<file path="config.mk">
export PLATFORM = sky130hd
export DESIGN_NAME = packbits_row_decoder_top
export DESIGN_NICKNAME = d
export VERILOG_FILES = /design/src/hdl/pbrd_pkg.sv /design/src/hdl/pbrd_parser.sv /design/src/hdl/pbrd_queue.sv /design/src/hdl/pbrd_assembler.sv /design/src/hdl/packbits_row_decoder_top.sv
export SDC_FILE = /design/constraint.sdc
export NUM_CORES = 1
export LEC_CHECK = 0
export BUFFER_PORTS_ARGS = -buffer_cell sky130_fd_sc_hd__buf_2
export CORE_MARGIN = 4
export CORE_UTILIZATION = 55
export CTS_CLUSTER_DIAMETER = 30
export DETAILED_ROUTE_END_ITERATION = 16
export PLACE_DENSITY = 0.74
export SYNTH_ARGS = -nofsm -noshare
export SYNTH_HDL_FRONTEND = slang
export SYNTH_SLANG_ARGS = --single-unit
</file>
<file path="constraint.sdc">
create_clock -name clk -period 8.45 [get_ports clk]
set_input_delay 1.69 -clock clk [delete_from_list [all_inputs] [get_ports clk]]
set_output_delay 1.69 -clock clk [all_outputs]
set_load 0.01 [all_outputs]
</file>
<file path="src/hdl/pbrd_pkg.sv">
// Shared types and constants for the PackBits row decoder.
// Used by the parser, the command queue, the element assembler and the top level.
package pbrd_pkg;

  // Configuration register indexes
  localparam logic [1:0] CFG_ROW_BYTES     = 2'd0;
  localparam logic [1:0] CFG_ELEMENT_BYTES = 2'd1;

  // Stream constants
  localparam logic [7:0]  FLAG_SKIP       = 8'h80;
  localparam logic [15:0] WIDE_PREFIX_MIN = 16'd250;
  localparam logic [15:0] RAW_LIMIT       = 16'd8;

  // Command from the parser to the element assembler
  typedef enum logic {
    CMD_HIGH = 1'b0,  // latch first byte of a two-byte element
    CMD_EMIT = 1'b1   // produce one result word
  } cmd_kind_t;

  typedef struct packed {
    cmd_kind_t   kind;
    logic [7:0]  data;     // element byte, or low byte of a two-byte element
    logic        wide;     // join with the latched high byte
    logic [7:0]  count;    // repeat count, 0 for a row marker
    logic        row_end;
  } cmd_t;

endpackage

</file>
<file path="src/hdl/pbrd_parser.sv">
// Front part of the PackBits row decoder: tracks row prefix, flags, packets and
// raw elements one byte at a time and issues commands. Depends on pbrd_pkg.
module pbrd_parser (
  input  logic             clk,
  input  logic             rst,
  input  logic [15:0]      row_bytes,
  input  logic [1:0]       element_bytes,
  input  logic             byte_valid,
  input  logic [7:0]       data_byte,
  output logic             cmd_valid,
  output pbrd_pkg::cmd_t   cmd
);

  typedef enum logic [2:0] {
    PH_PREFIX    = 3'd0,
    PH_PREFIX_LO = 3'd1,
    PH_FLAG      = 3'd2,
    PH_RUN       = 3'd3,
    PH_LIT       = 3'd4,
    PH_RAW       = 3'd5
  } phase_t;

  phase_t      phase, phase_next;
  logic [16:0] bytes_left, bytes_left_next;
  logic [7:0]  literals_left, literals_left_next;
  logic [7:0]  run_length, run_length_next;
  logic [7:0]  prefix_hi, prefix_hi_next;
  logic        byte_phase, byte_phase_next;

  logic [16:0] left_dec;
  logic [7:0]  lit_dec;
  logic [15:0] row_len;
  logic        done;

  assign left_dec = (bytes_left == 17'd0) ? 17'd0 : bytes_left - 17'd1;
  assign lit_dec  = (literals_left == 8'd0) ? 8'd0 : literals_left - 8'd1;
  assign row_len  = (phase == PH_PREFIX_LO) ? {prefix_hi, data_byte} : {8'd0, data_byte};

  always_comb begin
    phase_next         = phase;
    bytes_left_next    = bytes_left;
    literals_left_next = literals_left;
    run_length_next    = run_length;
    prefix_hi_next     = prefix_hi;
    byte_phase_next    = byte_phase;
    done               = 1'b0;
    cmd_valid          = 1'b0;
    cmd.kind           = pbrd_pkg::CMD_EMIT;
    cmd.data           = 8'd0;
    cmd.wide           = 1'b0;
    cmd.count          = 8'd0;
    cmd.row_end        = 1'b1;

    unique case (phase)
      PH_FLAG: begin
        bytes_left_next = left_dec;
        if (data_byte == pbrd_pkg::FLAG_SKIP) begin
          // skip flag closes the row only when it uses up the length
          if (left_dec == 17'd0) begin
            phase_next = PH_PREFIX;
            cmd_valid  = 1'b1;
          end
        end else begin
          byte_phase_next = 1'b0;
          if (data_byte[7]) begin
            run_length_next = 8'(9'd257 - {1'b0, data_byte});
            phase_next      = PH_RUN;
          end else begin
            literals_left_next = data_byte + 8'd1;
            phase_next         = PH_LIT;
          end
        end
      end

      PH_RUN, PH_LIT, PH_RAW: begin
        bytes_left_next = left_dec;
        if (element_bytes[1] && !byte_phase) begin
          cmd_valid       = 1'b1;
          cmd.kind        = pbrd_pkg::CMD_HIGH;
          cmd.data        = data_byte;
          cmd.row_end     = 1'b0;
          byte_phase_next = 1'b1;
        end else begin
          byte_phase_next = 1'b0;
          cmd_valid       = 1'b1;
          cmd.data        = data_byte;
          cmd.wide        = byte_phase;
          cmd.count       = (phase == PH_RUN) ? run_length : 8'd1;
          if (phase == PH_LIT) begin
            literals_left_next = lit_dec;
            done               = (lit_dec == 8'd0);
          end else begin
            done = 1'b1;
          end
          cmd.row_end = done && (left_dec == 17'd0);
          if (cmd.row_end) begin
            phase_next = PH_PREFIX;
          end else if (done && phase != PH_RAW) begin
            phase_next = PH_FLAG;
          end
        end
      end

      PH_PREFIX_LO: begin
        bytes_left_next = {1'b0, row_len};
        byte_phase_next = 1'b0;
        if (row_len == 16'd0) begin
          phase_next = PH_PREFIX;
          cmd_valid  = 1'b1;
        end else begin
          phase_next = (row_bytes < pbrd_pkg::RAW_LIMIT) ? PH_RAW : PH_FLAG;
        end
      end

      default: begin
        // expect length prefix; unused codes behave the same
        if (row_bytes > pbrd_pkg::WIDE_PREFIX_MIN) begin
          prefix_hi_next = data_byte;
          phase_next     = PH_PREFIX_LO;
        end else begin
          bytes_left_next = {1'b0, row_len};
          byte_phase_next = 1'b0;
          if (row_len == 16'd0) begin
            phase_next = PH_PREFIX;
            cmd_valid  = 1'b1;
          end else begin
            phase_next = (row_bytes < pbrd_pkg::RAW_LIMIT) ? PH_RAW : PH_FLAG;
          end
        end
      end
    endcase

    if (!byte_valid) begin
      cmd_valid = 1'b0;
    end
  end

  always_ff @(posedge clk) begin
    if (rst) begin
      phase         <= PH_PREFIX;
      bytes_left    <= 17'd0;
      literals_left <= 8'd0;
      run_length    <= 8'd0;
      prefix_hi     <= 8'd0;
      byte_phase    <= 1'b0;
    end else if (byte_valid) begin
      phase         <= phase_next;
      bytes_left    <= bytes_left_next;
      literals_left <= literals_left_next;
      run_length    <= run_length_next;
      prefix_hi     <= prefix_hi_next;
      byte_phase    <= byte_phase_next;
    end
  end

endmodule

</file>
<file path="src/hdl/pbrd_queue.sv">
// Command queue between the parser and the element assembler.
// Depends on pbrd_pkg for the command type.
module pbrd_queue #(
  parameter int DEPTH = 4
) (
  input  logic           clk,
  input  logic           rst,
  input  logic           wr_en,
  input  pbrd_pkg::cmd_t wr_cmd,
  output logic           full,
  input  logic           rd_en,
  output logic           rd_valid,
  output pbrd_pkg::cmd_t rd_cmd
);

  localparam int PTR_W = (DEPTH > 1) ? $clog2(DEPTH) : 1;
  localparam int CNT_W = $clog2(DEPTH + 1);
  localparam logic [PTR_W-1:0] LAST = PTR_W'(DEPTH - 1);

  pbrd_pkg::cmd_t   store [DEPTH];
  logic [PTR_W-1:0] wr_ptr, rd_ptr;
  logic [CNT_W-1:0] count;
  logic             do_wr, do_rd;

  assign do_wr    = wr_en && !full;
  assign do_rd    = rd_en && rd_valid;
  assign full     = (count == CNT_W'(DEPTH));
  assign rd_valid = (count != '0);
  assign rd_cmd   = store[rd_ptr];

  always_ff @(posedge clk) begin
    if (rst) begin
      wr_ptr <= '0;
      rd_ptr <= '0;
      count  <= '0;
    end else begin
      if (do_wr) begin
        wr_ptr <= (wr_ptr == LAST) ? '0 : wr_ptr + PTR_W'(1);
      end
      if (do_rd) begin
        rd_ptr <= (rd_ptr == LAST) ? '0 : rd_ptr + PTR_W'(1);
      end
      if (do_wr && !do_rd) begin
        count <= count + CNT_W'(1);
      end else if (do_rd && !do_wr) begin
        count <= count - CNT_W'(1);
      end
    end
  end

  always_ff @(posedge clk) begin
    if (do_wr) begin
      store[wr_ptr] <= wr_cmd;
    end
  end

endmodule

</file>
<file path="src/hdl/pbrd_assembler.sv">
// Back part of the PackBits row decoder: joins two-byte elements and holds the
// result word for the receiver. Depends on pbrd_pkg.
module pbrd_assembler (
  input  logic           clk,
  input  logic           rst,
  input  logic           cmd_valid,
  input  pbrd_pkg::cmd_t cmd,
  output logic           cmd_take,
  output logic           empty,
  input  logic           pop,
  output logic [15:0]    elem_value,
  output logic [7:0]     repeat_count,
  output logic           row_end
);

  logic       out_valid;
  logic [7:0] high_byte;
  logic       emit;

  assign cmd_take = cmd_valid && (!out_valid || pop);
  assign emit     = cmd_take && (cmd.kind == pbrd_pkg::CMD_EMIT);
  assign empty    = !out_valid;

  always_ff @(posedge clk) begin
    if (rst) begin
      out_valid <= 1'b0;
    end else if (emit) begin
      out_valid <= 1'b1;
    end else if (pop) begin
      out_valid <= 1'b0;
    end
  end

  always_ff @(posedge clk) begin
    if (cmd_take && cmd.kind == pbrd_pkg::CMD_HIGH) begin
      high_byte <= cmd.data;
    end
    if (emit) begin
      elem_value   <= cmd.wide ? {high_byte, cmd.data} : {8'd0, cmd.data};
      repeat_count <= cmd.count;
      row_end      <= cmd.row_end;
    end
  end

endmodule

</file>
<file path="src/hdl/packbits_row_decoder_top.sv">
// Top level of the PackBits row decoder: configuration registers, parser,
// command queue and element assembler. Depends on pbrd_pkg and its submodules.
// Usage:
//   Input channel: drive data_byte and raise push; a byte is taken at a rising
//   edge where push is high and full is low. Each row is a length prefix (two
//   bytes big-endian when row_bytes exceeds 250, else one byte), then packed
//   bytes: raw elements when row_bytes is below 8, PackBits packets otherwise.
//   Result channel: while empty is low, elem_value, repeat_count and row_end
//   show the oldest word; it is taken at a rising edge where pop is high.
//   Runs come out as one word with their count, literals with count 1, and a
//   word with count 0 is a bare end-of-row marker.
//   Configuration: write row_bytes (index 0) or element_bytes (index 1) with
//   cfg_we, cfg_index and cfg_data while no word is in flight.
//   Throughput: one byte per cycle while full is low; the parser steps once per
//   byte, and the assembler drains one command per cycle while pop is high.
//   Path: a command is written to the queue at the edge that takes its byte,
//   and the assembler then loads its word into the output register.
//   Receiver stall: the assembler holds its word, commands pile up in the
//   QUEUE_DEPTH-entry queue, and full rises once the queue fills.
//   Reset: rst (synchronous) clears the queue, drops the output word, returns
//   the parser to the row prefix and sets row_bytes 0, element_bytes 1.
module packbits_row_decoder_top #(
  parameter int QUEUE_DEPTH = 4
) (
  input  logic        clk,
  input  logic        rst,
  input  logic        cfg_we,
  input  logic [1:0]  cfg_index,
  input  logic [15:0] cfg_data,
  input  logic        push,
  output logic        full,
  input  logic [7:0]  data_byte,
  output logic        empty,
  input  logic        pop,
  output logic [15:0] elem_value,
  output logic [7:0]  repeat_count,
  output logic        row_end
);

  logic [15:0]    row_bytes;
  logic [1:0]     element_bytes;
  logic           accept;
  logic           cmd_valid;
  pbrd_pkg::cmd_t cmd;
  logic           q_valid;
  pbrd_pkg::cmd_t q_cmd;
  logic           q_take;

  // Take a byte only when the queue has room for the command it may produce
  assign accept = push && !full;

  // Configuration registers; ignore indexes beyond the list
  always_ff @(posedge clk) begin
    if (rst) begin
      row_bytes     <= 16'd0;
      element_bytes <= 2'd1;
    end else if (cfg_we) begin
      unique case (cfg_index)
        pbrd_pkg::CFG_ROW_BYTES:     row_bytes     <= cfg_data;
        pbrd_pkg::CFG_ELEMENT_BYTES: element_bytes <= cfg_data[1:0];
        default: ;
      endcase
    end
  end

  // Front: classify each byte and issue commands
  pbrd_parser u_parser (
    .clk           (clk),
    .rst           (rst),
    .row_bytes     (row_bytes),
    .element_bytes (element_bytes),
    .byte_valid    (accept),
    .data_byte     (data_byte),
    .cmd_valid     (cmd_valid),
    .cmd           (cmd)
  );

  // Decouple front and back so each can stall on its own
  pbrd_queue #(
    .DEPTH (QUEUE_DEPTH)
  ) u_queue (
    .clk      (clk),
    .rst      (rst),
    .wr_en    (cmd_valid),
    .wr_cmd   (cmd),
    .full     (full),
    .rd_en    (q_take),
    .rd_valid (q_valid),
    .rd_cmd   (q_cmd)
  );

  // Back: join element bytes and present result words
  pbrd_assembler u_assembler (
    .clk          (clk),
    .rst          (rst),
    .cmd_valid    (q_valid),
    .cmd          (q_cmd),
    .cmd_take     (q_take),
    .empty        (empty),
    .pop          (pop),
    .elem_value   (elem_value),
    .repeat_count (repeat_count),
    .row_end      (row_end)
  );

endmodule

</file>
# --- Word-level counts from Yosys, hierarchy flattened ---
# Memory sizes are Yosys's and may differ from the RTL's. A register that Yosys moved wholly into a read port is not among the register bits.
# Index checks and enable logic that the tools add are counted.
totals:
  ff_bits: 104
  mem_bits_rw: 76
  in_bits: 31
  elab_cells: 136
  mem_count: 1
classes:
  n_addsub: 8
  n_lt_le_gt_ge: 2
  eq_ne: 19
  muxes: 48
  n_bitwise: 3
  reduce_logical: 38
memory_table:
  columns: ["memory", "words", "word_bits", "rd", "rd_clocked_by_memory_dff", "write_ports", "line", "source"]
  rows:
  - ["u_queue.store", 4, 19, 1, 1, 1, "pbrd_queue.sv:20", "pbrd_pkg::cmd_t store [DEPTH];"]
ops:
  columns: ["operator", "n"]
  rows:
  - ["2-to-1 mux 8 bit", 6]
  - ["zero test 17 bit", 2]
  - ["2-to-1 mux 17 bit", 2]
  - ["one-hot mux 17 bit (2 select lines)", 1]
  - ["2-to-1 mux 3 bit", 11]
  - ["2-to-1 mux 19 bit", 1]
  - ["2-to-1 mux 1 bit", 17]
  - ["subtractor 17 x 1 -> 17 bit (second input constant)", 1]
  - ["> comparator 16 x 8 -> 1 bit (second input constant)", 1]
  - ["zero test 16 bit", 1]
  - ["zero test 8 bit", 2]
  - ["< comparator 16 x 4 -> 1 bit (second input constant)", 1]
  - ["2-to-1 mux 16 bit", 1]
  - ["one-hot mux 8 bit (2 select lines)", 1]
  - ["logical AND 1 bit", 11]
  - ["== test 3 bit (second input constant)", 3]
  - ["2-to-1 mux 9 bit", 1]
  - ["one-hot mux 3 bit (3 select lines)", 1]
  - ["adder 8 x 1 -> 8 bit (second input constant)", 1]
  - ["== test 8 bit (second input constant)", 1]
  - ["2-to-1 mux 2 bit", 4]
  - ["AND reduction 4 bit", 2]
  - ["subtractor 1 x 8 -> 8 bit (first input constant)", 1]
  - ["subtractor 8 x 1 -> 8 bit (second input constant)", 1]
  - ["26 further kinds", 44]

# --- Depth between registers and ports, before layout ---
depth:
  ltp_word: 12
  mapped_depth: 14
  depth_no_buf: 13

# --- Modules after synthesis ---
# A second synthesis with hierarchy kept.
hier_totals:
  hier_cells: 705
  hier_area_um2: 8384.3
modules_own_cells:
  columns: ["mod", "n_inst", "cells_each", "area_per_inst_um2"]
  rows:
  - ["pbrd_queue", 1, 149, 3243.1]
  - ["pbrd_parser", 1, 428, 3209.3]
  - ["pbrd_assembler", 1, 49, 1108.6]
  - ["packbits_row_decoder_top", 1, 79, 823.3]

# --- Least setup slack after synthesis ---
# Ideal clock, no wire load.
synth_path:
  kind: "input to register"
  from: "in data_byte[3]"
  to: "reg u_queue.count[2]"
  arrival_ns: 4.370
  slack_ns: 4.010
  stages: 10
  n_path_buf: 1
  cell_sequence: "clkbuf_1 nor4_1 nand3_1 o41ai_4 ha_1 inv_1 fa_1 xor2_1 or3_1 a21oi_1"
synth_via:
  elab_chain_cells: 10
  word_cells_on_any_way: 14
synth_rtl:
  columns: ["element", "line", "source"]
  rows:
  - ["start, declared", "packbits_row_decoder_top.sv:32", "input logic [7:0] data_byte,"]
  - ["2-to-1 mux 16 bit", "pbrd_parser.sv:37", "assign row_len = (phase == PH_PREFIX_LO) ? {prefix_hi, data_byte} : {8'd0, data_byte};"]
  - ["zero test 16 bit", "pbrd_parser.sv:107, pbrd_parser.sv:123", null]
  - ["2-to-1 mux 1 bit", "pbrd_parser.sv:107, pbrd_parser.sv:123", null]
  - ["2-to-1 mux 1 bit", "pbrd_parser.sv:117", "if (row_bytes > pbrd_pkg::WIDE_PREFIX_MIN) begin"]
  - ["one-hot mux 1 bit (3 select lines) *", "pbrd_parser.sv:54", "unique case (phase)"]
  - ["2-to-1 mux 1 bit *", "pbrd_parser.sv:133", "if (!byte_valid) begin"]
  - ["logical AND 1 bit *", "pbrd_queue.sv:25", "assign do_wr = wr_en && !full;"]
  - ["named net u_queue.do_wr", "pbrd_queue.sv:23", "logic do_wr, do_rd;"]
  - ["zero test 1 bit", "pbrd_queue.sv:45", "end else if (do_rd && !do_wr) begin"]
  - ["logical AND 1 bit", "pbrd_queue.sv:45", null]
  - ["nonzero test 2 bit (no line)", null, null]
  - ["end signal, assigned", "pbrd_queue.sv:44", "count <= count + CNT_W'(1);"]
  - ["end signal, assigned", "pbrd_queue.sv:46", "count <= count - CNT_W'(1);"]
  - ["end, declared", "pbrd_queue.sv:22", "logic [CNT_W-1:0] count;"]
# The timed path passes the listed nets; every way through them passes the cells marked *.
# A chain may end at the register's enable or synchronous reset.

# --- Worst setup path in the final report ---
# Same ends and word-level chain as after synthesis.

==> impl_metrics.csv <==
group,metric,value,unit
cells_and_area,final_cell_mix,"edfxtp_1, dfxtp_1, nor2_1, nand2_1, buf_2",
yosys,synth-async-reset-ratio,0,%
placement,hpwl,11700,um
die,io_pins,58,
global_routing,grt.total_usage,21.5,%
sta,slew_headroom,34.1,%
cells_and_area,syn_to_final_growth,12.2,%
clock_tree,post-cts-setup-buffers,0,
run_status,status,"complete, no violations",
clock_tree,clock_latency,420,ps
yosys,synth_edf_count,109,
die,start_util,56.1,%
power_and_ir_drop,seqPwrFrac,43.5,%
sta,fmax,0.215,GHz
route,wl,17200,um
yosys,yosysTopAreaCell,"edfxtp_1",
yosys,synthFlopType,"edfxtp_1",
clock_tree,cts_buffer_depth,2,
cells_and_area,antenna_cells,0,
power_and_ir_drop,power_frac_clock,28.9,%
critical_path,cp.required,8780,ps
sta,drv_slew,0,
critical_path,slowest_stage,"nor4_1",
critical_path,rrSetupSlack,4180,ps
clock_tree,cts_tree,"built",
route,drc_errors,0,
yosys,synth_area_leaders,"edfxtp_1, dfxtp_1, mux4_2, nand2_1, nor2_1",
clock_tree,cts_inserted_buffers,17,
die,dieArea,16800,sq um
cells_and_area,layout_commonest_cell,"edfxtp_1",
yosys,syn_inst,688,
placement,gp_congestion,0.906,
cells_and_area,layout.nets,774,
route,wl_per_cell,18.6,um
clock_tree,clkTransAtPathRegs,60,ps
critical_path,end_kind,"flop",
power_and_ir_drop,irDropWorstVdd,0.149,mV
yosys,synth-seq-cells,181,
cells_and_area,fill_cells,1090,
clock_tree,holdBufCountCts,0,
cells_and_area,instances_no_fill,926,
global_routing,grt_max_degree,73,
power_and_ir_drop,sw_frac_of_total,32.6,%
power_and_ir_drop,p_per_area,299,nW/um^2
die,core_area,14500,sq um
yosys,syn_avg_cell_area,11.8,sq um
route,drtPass1Iterations,5,
sta,rsz0062_at_grt,"no",
route,vias_per_cell,5.98,
die,fp.dieW,130,um
global_routing,grt_pass1_vias,5488,
clock_tree,clkSinkCount,181,
critical_path,worstPathMaxFanout,10,
route,vias,5539,
power_and_ir_drop,p_sw,888,uW
yosys,ys_seq_area_share,58.0,%
sta,finalSetupViolations,0,
route,antenna_left,0,
cells_and_area,multi_input_area,3190,sq um
yosys,yosysWarningCount,0,
critical_path,critPathLaunchType,"input port",
flow_run,max-cap-violations,0,
hold_path,hold_path.class,"reg2reg",
global_routing,overflow,0,
critical_path,crit_chain,"buf_2 -> nor4_1 -> nand3_1 -> o41ai_4 -> ha_1 -> inv_1 -> fa_1 -> xor2_1 -> or3_1 -> a21oi_1",
die,die_h,130,um
yosys,synth_area,8130,sq um
power_and_ir_drop,internal_power,1.84,mW
sta,finalSetupTns,0,ps
placement,io_buffers,57,
clock_tree,h-tree-depth,4,
power_and_ir_drop,p_comb_share,27.6,%
global_routing,antenna_found_initial,0,
power_and_ir_drop,total_leakage_power,3.35,nW
critical_path,critPathBufInv,2,
critical_path,critical_path_class,"in2reg",
sta,period_needed,4650,ps
placement,dp.cells,894,
critical_path,crit_arrival,4980,ps
route,drtIter0Drc,377,
clock_tree,cts-root-buf,"clkbuf_16",
critical_path,crit_family,"simple AND/OR/NAND/NOR gates",
global_routing,grt_pass1_wl,28200,um
sta,hold_violations,0,
yosys,syn-num-nets,733,
yosys,synth_top_area_share,40.3,%
yosys,ys_types,69,
sta,holdWs,457,ps
clock_tree,postCtsResizedCells,0,
sta,fin_worst_skew,9.77,ps
cells_and_area,regArea,4710,sq um
critical_path,max_stage_delay,680,ps
die,num_rows,44,
sta,worstMarginPinSlew,988,ps
sta,period_share,55.0,%
cells_and_area,layout-drive-gt1-share,17.9,%
[worst register-to-register path: stages (launching register included)]
cell and delay [ps]:
dfxtp_1 340, inv_1 140, ha_1 270, or4b_4 590, nor4_2 550, a31o_2 250
nand3_2 140, o41ai_4 470, ha_1 300, inv_1 70, fa_1 380, xor2_1 180
or3_1 320, a21oi_1 180
[logic make-up (layout without fill, tap and decap cells)]
logic type                 after synthesis  in the layout  synth area share (%)
and+or+nand+nor                        251            251                  16.1
xor gates and xnor gates                20             20                  2.15
adders and majority gates               14             14                  2.25
muxes                                   44             44                  8.42
DFF                                    181            181                  58.0
AOI/OAI and AO/OA                      122            122                  10.3
buffers and inverters                   56            110                  2.80
[synth_stat cells, types with 6 or more instances]
cell and number:
a211oi_1 11, a21oi_1 43, and2_1 26, clkbuf_1 33, dfxtp_1 72, edfxtp_1 109
ha_1 13, inv_1 16, mux2i_1 23, mux4_2 19, nand2_1 63, nand2b_1 9
nand3_1 6, nor2_1 63, nor2b_1 6, nor3_1 14, nor4_1 16, o21ai_0 14
o31ai_1 8, or3_1 8, or4_1 7, xnor2_1 9, xor2_1 11
[power groups by stage]
stage,sequential (mW),combinational [mW],clock [mW]
3_5_place_dp,1.20,0.746,0
3_3_place_gp,1.20,0.731,0
4_1_cts,1.19,0.752,0.799
5_1_grt,1.20,0.827,0.840
6_report,1.19,0.752,0.787
2_1_floorplan,1.20,0.539,0
[state kept, by name, summed over array words and instances (netlist names), named ones only]
signal	cells
u_parser.byte_phase	1
u_queue.count	3
row_bytes	16
u_parser.literals_left	8
u_assembler.high_byte	8
u_queue.store	76
u_assembler.repeat_count	8
element_bytes	1
u_parser.bytes_left	17
u_assembler.elem_value	16
u_parser.run_length	8
u_parser.phase	3
u_queue.wr_ptr	2
u_queue.rd_ptr	2
u_assembler.out_valid	1
u_parser.prefix_hi	8
u_assembler.row_end	1
[per-layer routing]
layer	share of wire (%)	global-route usage, %	up-vias
met5	0	0	-
met4	1.9	7.03	0
met3	4.6	3.96	30
met2	51	36.5	189
met1	43	28.0	2668
li1	-	-	2652
[layout make-up]
cell class / instances / share of cell area (%)
clock buffer: 17 / 4.67
clock inverter: 15 / 1.88
inverter: 16 / 0.659
multi-input combinational: 451 / 35.0
sequential: 181 / 51.7
tap: 184 / 2.53
timing repair buffer: 62 / 3.54
[metrics by stage]
stage | util [%] | cell area (sq um) | setup WS (ps) | power [mW]
floorplan | - | 8130 | 4010 | 1.74
global placement | 58.8 | 8520 | 3540 | 1.93
detailed placement | 58.8 | 8520 | 3400 | 1.95
CTS | 63.0 | 9120 | 3830 | 2.74
global route | 63.0 | 9120 | 3610 | 2.87
finish | 63.0 | 9120 | 3800 | 2.73
[path summary, 6_finish.rpt]
path	startpoint	depth (start not counted)	to
max	data_byte[3]	10	u_queue.count[2]
min	row_bytes[10]	2	row_bytes[10]
max reg2reg	u_parser.bytes_left[0]	13	u_queue.count[2]
min reg2reg	row_bytes[10]	2	row_bytes[10]
Power figures use the tool's default switching activity.
